`src/hw/rtl/mrc_mul.sv`:
```
// mrc_mul: two-stage signed fixed-point multiply, round half away from zero, saturate.
// No package dependency; instantiated by the top level.
module mrc_mul #(
	parameter int W = 32,
	parameter int F = 16
) (
	input  logic                clk,
	input  logic signed [W-1:0] a,
	input  logic signed [W-1:0] b,
	output logic signed [W-1:0] y,
	output logic                clip
);
	localparam int W2 = 2 * W;
	localparam int QW = W2 - F;
	localparam logic [QW-1:0] LIM = QW'({(W-1){1'b1}});
	localparam logic [W2-1:0] HALF = W2'(1) << (F - 1);

	logic signed [W2-1:0] prod_s1;
	logic                 neg;
	logic [W2-1:0]        mag;
	logic [W2-1:0]        rnd;
	logic [QW-1:0]        q;
	logic [QW-1:0]        lim;
	logic                 ovf;
	logic [QW-1:0]        qs;

	always_ff @(posedge clk) begin
		prod_s1 <= W2'(a) * W2'(b);
	end

	always_comb begin
		neg = prod_s1[W2-1];
		mag = neg ? W2'(-prod_s1) : W2'(prod_s1);
		rnd = mag + HALF;
		q   = rnd[W2-1:F];
		lim = LIM + QW'(neg);
		ovf = q > lim;
		qs  = ovf ? lim : q;
	end

	always_ff @(posedge clk) begin
		y    <= neg ? -$signed(qs[W-1:0]) : $signed(qs[W-1:0]);
		clip <= ovf;
	end

endmodule

```
`config.mk`:
```
export PLATFORM = sky130hd
export DESIGN_NAME = mrc_mul
export DESIGN_NICKNAME = d
export VERILOG_FILES = /design/src/hw/rtl/mrc_mul.sv
export SDC_FILE = /design/constraint.sdc
export NUM_CORES = 2
export LEC_CHECK = 0
export ABC_AREA = 1
export BUFFER_PORTS_ARGS = -buffer_cell sky130_fd_sc_hd__buf_2
export CAP_MARGIN = 20
export CORE_MARGIN = 4
export CORE_UTILIZATION = 68
export CTS_CLUSTER_SIZE = 25
export DETAILED_ROUTE_END_ITERATION = 7
export GPL_ROUTABILITY_DRIVEN = 0
export GPL_TIMING_DRIVEN = 0
export HOLD_SLACK_MARGIN = 0.02
export PLACE_DENSITY_LB_ADDON = 0.3
export RECOVER_POWER = 100
export SLEW_MARGIN = 40
export SYNTH_ARGS = -nofsm -noshare
export SYNTH_HDL_FRONTEND = slang
export SYNTH_SLANG_ARGS = --single-unit
```
`constraint.sdc`:
```
create_clock -name clk -period 20.7 [get_ports clk]
set_input_delay 3.105 -clock clk [delete_from_list [all_inputs] [get_ports clk]]
set_output_delay 3.105 -clock clk [all_outputs]
set_load 0.03 [all_outputs]
```
## After elaboration in Yosys (flattened, before gate mapping)

Cells that the tools add are included.

| word-level totals | value |
|---|---|
| input bits | 65 |
| register bits after elaboration | 97 |
| logic and storage cells | 12 |

| cells by class | value |
|---|---|
| $add $sub $neg | 4 |
| multiply operators | 1 |
| muxes and demuxes | 3 |
| magnitude comparators | 1 |

Operator list:

| cell | count |
|---|---|
| adder 64 x 16 -> 64 bit (second input constant) | 1 |
| multiplier 32 x 32 -> 64 bit | 1 |
| two-way mux 32 bit | 2 |
| two-way mux 64 bit | 1 |
| negation 64 bit | 1 |
| greater-than comparator 48 x 32 -> 1 bit | 1 |
| adder 31 x 1 -> 32 bit (first input constant) | 1 |
| negation 32 bit | 1 |

## Depth between registers and ports, before layout

| depth | value |
|---|---|
| depth after elaboration | 7 |
| mapped depth | 42 |
| mapped depth without buffers | 42 |

## Least setup slack after synthesis

Ideal clock, no wire load.

| path | value |
|---|---|
| path type | in2reg |
| from | in a[31] |
| to | reg prod_s1[57] |
| library setup time | 0.136 ns |
| stages | 25 |
| data arrival time | 9.854 ns |
| data required time | 20.564 ns |
| setup slack | 10.710 ns |
| path through | clkbuf_1 -> nand2_1 -> inv_1 -> fa_1 -> inv_1 -> fa_1 -> inv_1 -> fa_1 -> fa_1 -> inv_1 -> fa_1 -> inv_1 -> fa_1 -> inv_1 -> fa_1 -> inv_1 -> fa_1 -> ha_1 -> nand2_1 -> nor2_1 -> inv_1 -> nor2_1 -> nand2_1 -> o41ai_1 -> xor2_1 |

| between the ends | value |
|---|---|
| cells in the longest elaborated chain, start to end | 1 |

Ends and longest elaborated chain:

| element | line | text |
|---|---|---|
| start, declared | 8 | `input logic signed [W-1:0] a,` |
| multiplier 32 x 32 -> 64 bit | 28 | `prod_s1 <= W2'(a) * W2'(b);` |
| end signal, assigned | 28 |  |
| end, declared | 18 | `logic signed [W2-1:0] prod_s1;` |

No other way between the ends.

## Worst setup path in the final report

| path | value |
|---|---|
| from | in b[8] |
| to | reg prod_s1[53] |

| between the ends | value |
|---|---|
| cells in the longest elaborated chain, start to end | 1 |

Ends and longest elaborated chain:

| element | line | text |
|---|---|---|
| start, declared | 9 | `input logic signed [W-1:0] b,` |
| multiplier 32 x 32 -> 64 bit | 28 |  |

No other way between the ends.

==> results.py <==
metrics = {
    "critical_path": {
        "r2r_end": "y[17]",
        "cp_num_cells": 28,
        "reg2reg_setup_slack_ps": 12520,
        "path_buf_inv": 8,
        "end_kind": "register",
        "critPathKind": "in -> reg",
        "cp-start-kind": "primary input",
        "crit_required_ps": 20930,
        "cp-startpoint": "b[8]",
        "reg2reg_depth": 30,
        "crit_arrival_ps": 12510,
        "critPathSlowestCell": "clkbuf_1",
        "crit_path_frequent_cell": "fa_1",
        "cpPeakStageDelay_ps": 810,
        "critPathTopFamily": "adder cells",
        "cp_max_fo": 10,
        "reg2reg_from": "prod_s1[63]",
        "setup.worst_path.end": "prod_s1[53]",
    },
    "routing": {
        "vias": 41347,
        "routed_via_density": 5.909,
        "drtIter0Drc": 5723,
        "first_pass_iters": 8,
        "wl_per_cell_um": 22.38,
        "drc_errors": 387,
        "wirelength_um": 156600,
        "ant_nets": 0,
    },
    "synth": {
        "synth_cell_types": 49,
        "syn_nets": 7372,
        "synth-async-reset-ratio_pct": 0,
        "synth_mux_area_share_pct": 0,
        "synth_simple_gate_area_share_pct": 20.77,
        "syn_inst": 6007,
        "syn_area_per_cell_um2": 7.577,
        "synth_edf_count": 0,
        "synth_top_cell_area_share_pct": 47.59,
        "yosysSeqAreaShare_pct": 4.266,
        "synth_area_um2": 45510,
        "synth_warnings": 0,
        "synth_top_family_by_area": "adder cells",
        "synth-xor-area-share_pct": 2.059,
        "synthTopCellsByArea": "fa_1 (48%), inv_1 (14%), nand2_1 (13%)",
        "synth-seq-cells": 97,
        "synth_compound_area_share_pct": 2.834,
        "synthFlopType": "dfxtp_1",
        "synth_area_leader_cell": "fa_1",
        "synth_fa_ha_area_share_pct": 53.58,
    },
    "clocking": {
        "clock_latency_ps": 360,
        "cts_resized": 0,
        "cts_sinks": 97,
        "cts_tree": "yes",
        "postCtsHoldBufs": 0,
        "post_cts_buffers": 0,
        "htreeDepth": 3,
        "clk_pin_slew_ps": 70,
        "cts_buffer_depth": 2,
        "numCtsBuffers": 9,
        "cts_root_buffer": "clkbuf_16",
    },
    "die": {
        "rows": 94,
        "core_area_um2": 66100,
        "dieArea_um2": 71140,
        "fp.dieH_um": 266.7,
        "start_util_pct": 68.86,
        "fp.dieW_um": 266.7,
        "num_io_pins": 98,
    },
    "cells_and_area": {
        "area_delta_synth_final_pct": 4.211,
        "fin_nets": 7482,
        "drive_gt1_share_pct": 4.378,
        "fillers": 5177,
    },
    "sta": {
        "grt_setup_unrepaired": "false",
        "fmax_mhz": 81.48,
        "max_slew.worst_pin.slew_ps": 1322,
        "final_max_slew_viol_count": 0,
        "report.final.setup_viol": 0,
        "finalCriticalPeriod_ps": 12270,
        "slew_headroom_pct": 11.73,
        "fin_crit_sh_pct": 59.29,
        "tns_ps": 0,
        "finClkSkew_ps": 12.61,
        "hold_viol": 0,
    },
    "placement": {
        "portBuffers": 97,
        "dp_hpwl_um": 126900,
    },
    "global_route": {
        "overflow": 0,
        "grt_pass1_vias": 42644,
        "antenna_found_initial": 11,
        "grt_usage_pct": 45.32,
        "grt_first_pass_wirelength_um": 240000,
        "grt_max_degree": 32,
    },
    "job": {
        "maxCapViolations": 0,
    },
    "run_status": {
        "status": "finished with violations",
        "violations": "design-rule violations",
    },
    "min_path": {
        "hold_class": "reg -> reg",
    },
}
sequential cells by signal, summed over array words and instances (netlist names):
name     cells
prod_s1     64
clip         1
y           32
cell families after synthesis:
| logic type | after synthesis |
|---|---|
| compound gates | 228 |
| xor+xnor | 107 |
| fa+ha+maj | 1300 |
| buf+inv | 1977 |
| flops | 97 |
| simple gates | 2298 |
placed cells by master (no fill, tap or decap), types with 63 or more instances in the layout:
cell type  count
nand3_1      185
nor2_1       319
fa_1        1081
buf_2         65
clkbuf_1     168
clkbuf_2      73
a21oi_1       93
ha_1         218
inv_1       1749
xor2_1        63
nand2_1     1629
dfxtp_1       97
cell usage after synthesis, types with 7 or more instances:
master,number
nand2_1,1626
ha_1,218
nor2_1,316
dfxtp_1,97
buf_2,9
clkbuf_1,196
nand4_1,24
nand3_1,183
inv_1,1749
nand3b_1,19
o21a_1,7
nand2_2,27
xnor2_1,44
fa_1,1082
nor3_1,16
a31oi_1,30
nor2_4,14
o21ai_0,48
o21ai_1,19
nor2_2,39
xor2_1,63
a21oi_1,93
nand3_2,14
per-stage QoR:
step	instances	cell area [µm²]	hold WS, ps	util, %	setup slack [ps]
2_1_floorplan	6007	45510	757.3	-	10710
3_3_place_gp	6968	47080	919.7	71.23	8917
4_1_cts	6985	47480	948.5	71.83	9185
5_1_grt	6986	47400	999.6	71.72	8339
6_report	6997	47430	959.3	71.76	8428
3_5_place_dp	6969	47150	928.2	71.33	8842
routing by layer:
layer  routed length (µm)  track usage, %
met1                50050           53.42
met2                63380           64.83
met3                27250           22.55
met4                15760           31.45
met5                  188           1.757
layout make-up:
type | instances | area [µm²] | share of cell area [%]
plain buffers | 220 | 968.4 | 2.042
repair buffers | 99 | 461.7 | 0.9734
clock buffers | 11 | 242.7 | 0.5118
clock inverters | 5 | 87.58 | 0.1847
diodes | 11 | 27.53 | 0.05803
flip-flops and latches | 97 | 1942 | 4.094
well taps | 864 | 1081 | 2.279
inverters | 1757 | 6595 | 13.90
multi-input cells | 3933 | 36030 | 75.95
how the worst min path moves through the flow:
stage | start | end | slack, ps | depth (start not counted)
CTS | prod_s1[24] | y[8] | 950 | 6
global placement | prod_s1[24] | y[8] | 920 | 6
global route | prod_s1[24] | y[8] | 1000 | 6
detailed placement | prod_s1[24] | y[8] | 930 | 6
finish | prod_s1[24] | y[8] | 960 | 6
floorplan | prod_s1[24] | y[8] | 760 | 6
worst reg2reg max path: cells and delay by family (launching register included):
kind,cells,cell delay [ps]
AOI/OAI and AO/OA,2,420
xor gates and xnor gates,1,470
adders and majority gates,1,220
buffers and inverters,8,3030
DFF,1,1200
and+or+nand+nor,18,2740
Power is left out: the tool's default activity adds up to more than one toggle a clock period on the data nets, which glitch-free logic cannot reach.
